--- config.mk ---
export PLATFORM = sky130hd
export DESIGN_NAME = capture_period_meter_top_flat
export DESIGN_NICKNAME = d
export VERILOG_FILES = /design/src/design/cpm_pkg.sv /design/src/design/cpm_if.sv /design/src/design/capture_period_meter_top.sv /design/src/flat_wrapper.sv
export SDC_FILE = /design/constraint.sdc
export NUM_CORES = 1
export LEC_CHECK = 0
export ABC_AREA = 1
export BUFFER_PORTS_ARGS = -buffer_cell sky130_fd_sc_hd__buf_2
export CORE_UTILIZATION = 55
export DETAILED_ROUTE_END_ITERATION = 8
export PLACE_DENSITY_LB_ADDON = 0.1
export SYNTH_ARGS = -nofsm -noshare
export SYNTH_HDL_FRONTEND = slang
export SYNTH_SLANG_ARGS = --single-unit
--- constraint.sdc ---
create_clock -name clk -period 10.3 [get_ports clk]
set_input_delay 0.515 -clock clk [delete_from_list [all_inputs] [get_ports clk]]
set_output_delay 0.515 -clock clk [all_outputs]
set_load 0.05 [all_outputs]
--- src/design/cpm_pkg.sv ---
// Shared constants and register indexes for the capture period meter.
`default_nettype none
package cpm_pkg;
	localparam int FUNC_W = 2;
	localparam int CAP_W = 16;
	localparam int PERIOD_W = 15;
	localparam int HIT_W = 32;
	localparam int FREQ_W = 26;
	localparam int TICK_W = 24;
	localparam int CFG_IDX_W = 2;
	localparam int CFG_DATA_W = 24;
	localparam int DVD_W = 28;
	localparam int DIV_STEPS = DVD_W;
	localparam int CNT_W = $clog2(DIV_STEPS);

	localparam logic [CFG_IDX_W-1:0] REG_ENABLE = 2'd0;
	localparam logic [CFG_IDX_W-1:0] REG_CHANNEL = 2'd1;
	localparam logic [CFG_IDX_W-1:0] REG_TICK_RATE = 2'd2;

	localparam logic [TICK_W-1:0] TICK_RATE_RESET = 24'd2000000;
	localparam logic [FREQ_W-1:0] FREQ_MAX = {FREQ_W{1'b1}};
endpackage
`default_nettype wire

--- src/design/cpm_if.sv ---
// Event and result channel interfaces of the capture period meter.
`default_nettype none
interface cpm_evt_if;
	import cpm_pkg::*;
	logic valid;
	logic ready;
	logic [FUNC_W-1:0] func;
	logic [CAP_W-1:0] capture_value;
	modport source(output valid, output func, output capture_value, input ready);
	modport sink(input valid, input func, input capture_value, output ready);
endinterface

interface cpm_res_if;
	import cpm_pkg::*;
	logic valid;
	logic ready;
	logic accepted;
	logic [PERIOD_W-1:0] period_ticks;
	logic ready_res;
	logic [HIT_W-1:0] hit_count;
	logic [FREQ_W-1:0] freq_hz_x10;
	modport source(output valid, output accepted, output period_ticks, output ready_res,
		output hit_count, output freq_hz_x10, input ready);
	modport sink(input valid, input accepted, input period_ticks, input ready_res,
		input hit_count, input freq_hz_x10, output ready);
endinterface
`default_nettype wire

--- src/design/capture_period_meter_top.sv ---
// Capture period meter: stamp and period update, bit-serial frequency divider.
//
// Channel   Dir   Beat contents
// evt       in    func, capture_value
// res       out   accepted, period_ticks, ready_res, hit_count, freq_hz_x10
// cfg       in    cfg_wr_en, cfg_index, cfg_data (no handshake)
//
// Each event passes through these steps from acceptance to a result beat: the measurement
// state is updated, the divider is loaded, the restoring divider runs one quotient bit per
// cycle, and the result is handed to the output register.
// The next event is taken once the result has moved into the output register, even if
// it still waits there; a result still waiting holds the divider done and stalls input.
// Reset is asynchronous and active low and leaves the block idle with no result held.
`default_nettype none
module capture_period_meter_top #(
	parameter int COUNTER_MAX = 65535
) (
	input wire logic clk,
	input wire logic arst_n,
	cpm_evt_if.sink evt,
	cpm_res_if.source res,
	input wire logic cfg_wr_en,
	input wire logic [cpm_pkg::CFG_IDX_W-1:0] cfg_index,
	input wire logic [cpm_pkg::CFG_DATA_W-1:0] cfg_data
);
	import cpm_pkg::*;

	localparam logic [CAP_W-1:0] CMAX = CAP_W'(COUNTER_MAX);
	localparam logic [CAP_W:0] HALF_MAX = (CAP_W+1)'(COUNTER_MAX / 2);

	localparam logic [1:0] ST_IDLE = 2'd0;
	localparam logic [1:0] ST_LOAD = 2'd1;
	localparam logic [1:0] ST_DIV = 2'd2;
	localparam logic [1:0] ST_DONE = 2'd3;

	logic [1:0] state_q;
	logic [CNT_W-1:0] count_q;

	logic enable_q;
	logic channel_q;
	logic [TICK_W-1:0] tick_q;

	logic have_prev_q;
	logic [CAP_W-1:0] prev_stamp_q;
	logic [PERIOD_W-1:0] period_q;
	logic ready_flag_q;
	logic [HIT_W-1:0] hit_q;
	logic acc_q;

	logic [DVD_W-1:0] dvd_q;
	logic [PERIOD_W-1:0] dsr_q;
	logic [CAP_W-1:0] rem_q;
	logic zero_q;

	logic out_valid_q;
	logic out_acc_q;
	logic [PERIOD_W-1:0] out_period_q;
	logic out_ready_q;
	logic [HIT_W-1:0] out_hit_q;
	logic [FREQ_W-1:0] out_freq_q;

	logic evt_fire;
	logic acc;
	logic [CAP_W-1:0] stamp;
	logic [CAP_W:0] period;
	logic period_ok;
	logic [CAP_W-1:0] rem_shift;
	logic rem_ge;
	logic [CAP_W-1:0] rem_next;
	logic out_free;
	logic [FREQ_W-1:0] freq;
	logic en_rise;

	assign evt.ready = (state_q == ST_IDLE);
	assign evt_fire = evt.valid && evt.ready;
	assign acc = enable_q && (evt.func == {1'b0, channel_q});
	assign en_rise = cfg_wr_en && (cfg_index == REG_ENABLE) && cfg_data[0] && !enable_q;

	always_comb begin
		stamp = (evt.capture_value <= CMAX) ? (CMAX - evt.capture_value) : '0;
		if (stamp >= prev_stamp_q) begin
			period = {1'b0, stamp} - {1'b0, prev_stamp_q};
		end else begin
			period = {1'b0, stamp} + {1'b0, CMAX - prev_stamp_q} + 17'd1;
		end
		period_ok = (period > 17'd1) && (period < HALF_MAX);
	end

	always_comb begin
		rem_shift = {rem_q[CAP_W-2:0], dvd_q[DVD_W-1]};
		rem_ge = rem_shift >= {1'b0, dsr_q};
		rem_next = rem_ge ? (rem_shift - {1'b0, dsr_q}) : rem_shift;
		if (zero_q) begin
			freq = '0;
		end else if (dvd_q[DVD_W-1:FREQ_W] != '0) begin
			freq = FREQ_MAX;
		end else begin
			freq = dvd_q[FREQ_W-1:0];
		end
	end

	assign out_free = !out_valid_q || res.ready;

	always_ff @(posedge clk or negedge arst_n) begin
		if (!arst_n) begin
			enable_q <= 1'b0;
			channel_q <= 1'b0;
			tick_q <= TICK_RATE_RESET;
		end else if (cfg_wr_en) begin
			unique case (cfg_index)
				REG_ENABLE: enable_q <= cfg_data[0];
				REG_CHANNEL: channel_q <= cfg_data[0];
				REG_TICK_RATE: tick_q <= cfg_data[TICK_W-1:0];
				default: ;
			endcase
		end
	end

	always_ff @(posedge clk or negedge arst_n) begin
		if (!arst_n) begin
			have_prev_q <= 1'b0;
			prev_stamp_q <= '0;
			period_q <= '0;
			ready_flag_q <= 1'b0;
			hit_q <= '0;
			acc_q <= 1'b0;
		end else if (en_rise) begin
			have_prev_q <= 1'b0;
			prev_stamp_q <= '0;
			period_q <= '0;
			ready_flag_q <= 1'b0;
			hit_q <= '0;
		end else if (evt_fire) begin
			acc_q <= acc;
			if (acc) begin
				hit_q <= hit_q + 32'd1;
				if (have_prev_q && period_ok) begin
					period_q <= period[PERIOD_W-1:0];
					ready_flag_q <= 1'b1;
				end
				prev_stamp_q <= stamp;
				have_prev_q <= 1'b1;
			end
		end
	end

	always_ff @(posedge clk or negedge arst_n) begin
		if (!arst_n) begin
			state_q <= ST_IDLE;
			count_q <= '0;
		end else begin
			unique case (state_q)
				ST_IDLE: begin
					if (evt_fire) state_q <= ST_LOAD;
				end
				ST_LOAD: begin
					count_q <= CNT_W'(DIV_STEPS - 1);
					state_q <= ST_DIV;
				end
				ST_DIV: begin
					count_q <= count_q - CNT_W'(1);
					if (count_q == '0) state_q <= ST_DONE;
				end
				ST_DONE: begin
					if (out_free) state_q <= ST_IDLE;
				end
				default: state_q <= ST_IDLE;
			endcase
		end
	end

	always_ff @(posedge clk) begin
		if (state_q == ST_LOAD) begin
			dvd_q <= {1'b0, tick_q, 3'b000} + {3'b000, tick_q, 1'b0};
			dsr_q <= period_q;
			rem_q <= '0;
			zero_q <= (period_q == '0) || (tick_q == '0);
		end else if (state_q == ST_DIV) begin
			dvd_q <= {dvd_q[DVD_W-2:0], rem_ge};
			rem_q <= rem_next;
		end
	end

	always_ff @(posedge clk or negedge arst_n) begin
		if (!arst_n) begin
			out_valid_q <= 1'b0;
		end else if (state_q == ST_DONE && out_free) begin
			out_valid_q <= 1'b1;
		end else if (res.ready) begin
			out_valid_q <= 1'b0;
		end
	end

	always_ff @(posedge clk) begin
		if (state_q == ST_DONE && out_free) begin
			out_acc_q <= acc_q;
			out_period_q <= period_q;
			out_ready_q <= ready_flag_q && enable_q;
			out_hit_q <= hit_q;
			out_freq_q <= freq;
		end
	end

	assign res.valid = out_valid_q;
	assign res.accepted = out_acc_q;
	assign res.period_ticks = out_period_q;
	assign res.ready_res = out_ready_q;
	assign res.hit_count = out_hit_q;
	assign res.freq_hz_x10 = out_freq_q;

	a_busy_after_beat: assert property (@(posedge clk) disable iff (!arst_n)
		evt_fire |=> !evt.ready)
		else $error("event channel still ready after taking a beat");

	a_rem_below_divisor: assert property (@(posedge clk) disable iff (!arst_n)
		(state_q == ST_DIV && !zero_q) |-> (rem_q < {1'b0, dsr_q}))
		else $error("divider remainder not below divisor");

	a_ready_has_period: assert property (@(posedge clk) disable iff (!arst_n)
		ready_flag_q |-> (period_q > 15'd1))
		else $error("ready flag set without a valid period");

	a_result_from_done: assert property (@(posedge clk) disable iff (!arst_n)
		$rose(out_valid_q) |-> $past(state_q) == ST_DONE)
		else $error("result loaded outside the done state");
endmodule
`default_nettype wire

--- src/flat_wrapper.sv ---
// flat-port wrapper written by rule: the top's interface ports become plain ports
module capture_period_meter_top_flat import cpm_pkg::*;
#(
	parameter int COUNTER_MAX = 65535
)
  (clk, arst_n, cfg_wr_en, cfg_index, cfg_data, evt_valid, evt_func, evt_capture_value, evt_ready, res_valid, res_accepted, res_period_ticks, res_ready_res, res_hit_count, res_freq_hz_x10, res_ready);
  cpm_evt_if evt_i ();
  cpm_res_if res_i ();
  input wire logic clk;
  input wire logic arst_n;
  input wire logic cfg_wr_en;
  input wire logic [cpm_pkg::CFG_IDX_W-1:0] cfg_index;
  input wire logic [cpm_pkg::CFG_DATA_W-1:0] cfg_data;
  input wire logic [$bits(evt_i.valid)-1:0] evt_valid;
  input wire logic [$bits(evt_i.func)-1:0] evt_func;
  input wire logic [$bits(evt_i.capture_value)-1:0] evt_capture_value;
  output wire logic [$bits(evt_i.ready)-1:0] evt_ready;
  output wire logic [$bits(res_i.valid)-1:0] res_valid;
  output wire logic [$bits(res_i.accepted)-1:0] res_accepted;
  output wire logic [$bits(res_i.period_ticks)-1:0] res_period_ticks;
  output wire logic [$bits(res_i.ready_res)-1:0] res_ready_res;
  output wire logic [$bits(res_i.hit_count)-1:0] res_hit_count;
  output wire logic [$bits(res_i.freq_hz_x10)-1:0] res_freq_hz_x10;
  input wire logic [$bits(res_i.ready)-1:0] res_ready;
  assign evt_i.valid = evt_valid;
  assign evt_i.func = evt_func;
  assign evt_i.capture_value = evt_capture_value;
  assign evt_ready = evt_i.ready;
  assign res_valid = res_i.valid;
  assign res_accepted = res_i.accepted;
  assign res_period_ticks = res_i.period_ticks;
  assign res_ready_res = res_i.ready_res;
  assign res_hit_count = res_i.hit_count;
  assign res_freq_hz_x10 = res_i.freq_hz_x10;
  assign res_i.ready = res_ready;
  capture_period_meter_top #(.COUNTER_MAX(COUNTER_MAX)) u_core (.clk(clk), .arst_n(arst_n), .evt(evt_i), .res(res_i), .cfg_wr_en(cfg_wr_en), .cfg_index(cfg_index), .cfg_data(cfg_data));
endmodule
# Word level (Yosys, flattened, before mapping)
# Cells that the tools add are included.
# totals
reg_bits	234
inputBits	49
out_inout_bits	77
wordCells	106
# op_classes
add_sub_neg	9
magnitude_cmp	5
eq_ne	9
n_mux	30
n_bitwise	1
n_reduce_logical	31
# op_table
op	n
32-bit two-way mux	3
15-bit two-way mux	5
16-bit two-way mux	4
28-bit two-way mux	2
32-bit by 1-bit adder with 32-bit output, second input constant	1
16-bit subtractor, first input constant	2
27-bit by 25-bit adder with 28-bit output	1
26-bit two-way mux	1
24-bit logical NOT	1
16-bit by 16-bit adder with 17-bit output	1
17-bit by 1-bit adder with 17-bit output, second input constant	1
17-bit by 1-bit > comparator with 1-bit output, second input constant	1
17-bit by 15-bit < comparator with 1-bit output, second input constant	1
17-bit two-way mux	1
16-bit by 16-bit subtractor with 17-bit output	1
16-bit by 15-bit >= comparator with 1-bit output	1
16-bit >= comparator	1
16-bit <= comparator, second input constant	1
15-bit logical NOT	1
15-bit subtractor	1
2-bit nonzero test	6
5-bit case mux with 2 select lines	1
2-bit AND reduction	5
1-bit logical AND	9
other kinds (15)	33

# Logic depth before layout (Yosys ltp)
# logic_depth
word_depth	12
mapped_depth	18
mapped_depth_nobuf	17

# Worst setup path before layout
# OpenSTA, ideal clock, no wires.
# synth_path
path_type	flip-flop to flip-flop
start	register u_core.out_valid_q (netlist: u_core.res.valid)
end	register u_core.out_acc_q (netlist: u_core.res.accepted) (enable)
setup_time_ns	0.533
t_arrival_ns	4.308
required_time_ns	9.767
slack_ns	5.460
stages_incl_launch_ff	2
n_path_buf	0
synth_period_minus_slack_ns	4.840
path_cell_list	dfrtp_1 > a21oi_1
# synth_between
elab_chain_cells	3
# synth_lines
item	line_no	rtl
start: declaration	capture_period_meter_top.sv:55	logic out_valid_q;
start signal: assignment	capture_period_meter_top.sv:186	out_valid_q <= 1'b0;
start signal: assignment	capture_period_meter_top.sv:188	out_valid_q <= 1'b1;
start signal: assignment	capture_period_meter_top.sv:190	out_valid_q <= 1'b0;
1-bit logical NOT	capture_period_meter_top.sv:102	assign out_free = !out_valid_q || res.ready;
1-bit logical OR	capture_period_meter_top.sv:102	
1-bit logical AND	capture_period_meter_top.sv:195	if (state_q == ST_DONE && out_free) begin
end signal: assignment	capture_period_meter_top.sv:196	out_acc_q <= acc_q;
end: declaration	capture_period_meter_top.sv:56	logic out_acc_q;
# No other way between the ends.
# A chain may end at the register's enable or synchronous reset.

# Worst setup path after layout
# layout_path
start	register u_core.state_q[0]
end	register u_core.hit_q[12]
# layout_between
elab_chain_cells	4
# layout_lines
item	line_no	rtl
start: declaration	capture_period_meter_top.sv:36	logic [1:0] state_q;
start signal: assignment	capture_period_meter_top.sv:149	state_q <= ST_IDLE;
start signal: assignment	capture_period_meter_top.sv:154	if (evt_fire) state_q <= ST_LOAD;
start signal: assignment	capture_period_meter_top.sv:158	state_q <= ST_DIV;
2-bit logical NOT	capture_period_meter_top.sv:74	assign evt.ready = (state_q == ST_IDLE);
1-bit logical AND	capture_period_meter_top.sv:75	assign evt_fire = evt.valid && evt.ready;
2-bit nonzero test (no source line)	--	
2-bit AND reduction (no source line)	--	
end signal: assignment	capture_period_meter_top.sv:136	hit_q <= hit_q + 32'd1;
end: declaration	capture_period_meter_top.sv:47	logic [HIT_W-1:0] hit_q;
# No other way between the ends.

==> impl_metrics.tcl <==
set metrics [dict create \
    track_usage 0.239 \
    hold_class "in -> async" \
    period_minus_slack_ns 2.97 \
    cp_common_cell "inv_1" \
    grt_pass1_wl_microns 45800 \
    fin_nets 1665 \
    rsz0062_at_grt "no" \
    dr_total_vias 10000 \
    holdWs_ns -0.00425 \
    syn_inst 1429 \
    drt_iter0_drc 644 \
    dpl.hpwl_microns 19900 \
    hold_buffers 0 \
    critPathTopFamily "simple AND/OR/NAND/NOR gates" \
    worstSetupEndpointType "flop" \
    gp_congestion 0.868 \
    area_delta_synth_final_pct 13.6 \
    status "finished, violations left" \
    clock_skew_ns 0.0211 \
    dieArea_sq_um 23700 \
    coreArea_sq_um 22600 \
    synth_cell_types 51 \
    synth_top_area_share 0.281 \
    gr-total-overflow 0 \
    routed_via_density 5.39 \
    cp_num_buf_inv 4 \
    insertion_delay_ns 0.54 \
    start_util 0.561 \
    cap_violations 0 \
    io_pins 126 \
    cts.repair.resized 0 \
    final_cells 1858 \
    relSlewSlack 0.340 \
    peakVddDrop_uv 170 \
    fmax_mhz 336 \
    syn_area_sq_um 12700 \
    cp_data_arrival_time_ns 3.40 \
    finalMaxSlewViolations 0 \
    grt_pass1_vias 9413 \
    grt_max_degree 76 \
    clockRootBuffer "clkbuf_16" \
    avgSynthCellArea_sq_um 8.89 \
    setup_viol 0 \
    cts_tree "yes" \
    wl_microns 27600 \
    drc 0 \
    grt_antenna_before_repair 0 \
    drt-wirelength-per-cell_microns 14.9 \
    final.setup.tns_ns 0 \
    hold_violations 5 \
    power.density_nw_per_um2 303 \
    placementRows 55 \
    fin_crit_sh 0.289 \
    path_cells "inv_1, ha_1, nand2_1, nor3_2, nand2_2, inv_1, nand3_1, inv_1, nand3_1, inv_1, nand2_1, nor2_1, nand2_1, o211a_1" \
    htree_num_levels 1 \
    yosys.area.top_type "edfxtp_1" \
    leakage_nw 6.67 \
    violations "hold timing" \
    ant_nets 0 \
    tightest_slew_ns 0.988 \
    drt_pass1_iterations 5 \
    worstSetupStartpointType "flop" \
    numCtsBuffers 26 \
    dp.cells 1810 \
    ys_seq_area_frac 0.503 \
    fp.dieH_microns 154 \
    required_ns 10.73 \
    cts_buffer_depth 3 \
    crit_type "reg -> reg" \
    ys_ff_latch 234 \
    cts_setup_buffers 0 \
    yosys_warnings 0 \
    clkSlewWorstSetupHoldPaths_ns 0.06 \
    diodes 0 \
    cts_sinks 234 \
    synth_area_leaders "edfxtp_1 28%, dfrtp_1 18%, nand2_1 8.4%" \
    slowest_delay_ns 0.52 \
    crit_slowest_cell "inv_1" \
    syn_nets 1541 \
    die_w_microns 154 \
    numPortBuffers 125 \
    post_route_cells_drive_above_1_share 0.158 \
    crit_fanout 35 \
]
==> flip-flops by register name, summed over array words and instances (netlist names), 2 cells and up <==
| signal | flops |
|---|---|
| u_core.res.hit_count | 32 |
| u_core.count_q | 5 |
| u_core.prev_stamp_q | 16 |
| u_core.dvd_q | 28 |
| u_core.res.period_ticks | 15 |
| u_core.period_q | 15 |
| u_core.rem_q | 15 |
| u_core.tick_q | 24 |
| u_core.state_q | 2 |
| u_core.res.freq_hz_x10 | 26 |
| u_core.dsr_q | 15 |
| u_core.hit_q | 32 |
==> synth_stat cells (all sizes together) <==
cell      n
a21oi   128
a31o      1
o21ai    71
o211ai    7
o221ai    1
mux2     20
a21o      3
nor2     97
nand4    35
edfxtp  119
clkbuf   26
dfrtp    93
nand2   292
nor4     12
nor3b     3
nand3    99
ha       60
dfstp     7
clkinv    1
inv     211
xnor2     9
o21a      3
xor2     17
and2      3
buf      11
a31oi     4
o31ai     3
or2       8
nand3b    7
a21boi    3
or3       1
o22ai    20
o211a     1
or3b      1
fa        3
o21bai    4
dfxtp    15
nor3     30
==> metal layers <==
metal / track usage / vias to the layer above / wire (microns) / part of all wire
li1: - / 5077 / - / -
met1: 0.317 / 4627 / 12600 / 0.45
met2: 0.405 / 261 / 13000 / 0.47
met3: 0.0335 / 47 / 1470 / 0.053
met4: 0.0729 / 0 / 646 / 0.023
met5: 0 / - / 0 / 0
==> per-stage QoR <==
step | total power [mW] | instance area, sq um | setup WS, ns | util
after floorplan | 3.04 | 12700 | 5.46 | -
after global placement | 3.44 | 13600 | 7.42 | 0.600
after detailed placement | 3.47 | 13600 | 7.33 | 0.600
after CTS | 4.39 | 14400 | 7.32 | 0.637
after global routing | 4.68 | 14400 | 6.98 | 0.637
final | 4.36 | 14400 | 7.33 | 0.637
==> kinds of logic (layout without fill, tap and decap cells) <==
group | after synthesis | count (layout) | share of synthesized area
multiplexers | 20 | 20 | 0.0177
AO/OA/AOI/OAI | 249 | 249 | 0.107
XOR/XNOR | 26 | 26 | 0.0185
AND/OR/NAND/NOR | 588 | 588 | 0.215
adder cells (fa/ha/maj) | 63 | 63 | 0.0638
flip-flops | 234 | 234 | 0.503
buffers and inverters | 249 | 393 | 0.0758
==> layout by cell type, fill, tap and decap left out, types with 26 or more instances in the layout <==
cell type / instances
a21oi_1: 125
buf_2: 124
clkbuf_16: 26
dfrtp_1: 93
edfxtp_1: 119
ha_1: 59
inv_1: 208
nand2_1: 285
nand3_1: 84
nand4_1: 35
nor2_1: 88
nor3_1: 26
o21ai_0: 70
==> power breakdown <==
group / internal (mW) / switching (mW)
Clock: 0.533 / 0.362
Sequential: 1.39 / 0.175
Combinational: 0.569 / 1.33
==> final timing paths <==
check | start | end | slack (ns) | cells past startpoint
worst max-delay path | u_core.state_q[0] | u_core.hit_q[12] | 7.33 | 14
worst min-delay path | arst_n | u_core.tick_q[3] | -0.004 | 1
worst max register to register | u_core.state_q[0] | u_core.hit_q[12] | 7.33 | 14
worst min register to register | u_core.hit_q[31] | u_core.res.hit_count[31] | 0.48 | 0
max in group asynchronous | arst_n | u_core.tick_q[14] | 9.08 | 2
min in group clk | evt_capture_value[11] | u_core.prev_stamp_q[11] | 0.20 | 2
==> cell type report <==
cell class                      instances  area (sq um)
Clock inverter                          9           111
Multi-Input combinational cell        946          5370
Inverter                              212           796
Fill cell                            1886          8220
Timing Repair Buffer                  133           688
Sequential cell                       234          6380
Tap cell                              285           357
Clock buffer                           39           719
Power figures use the tool's default switching activity.
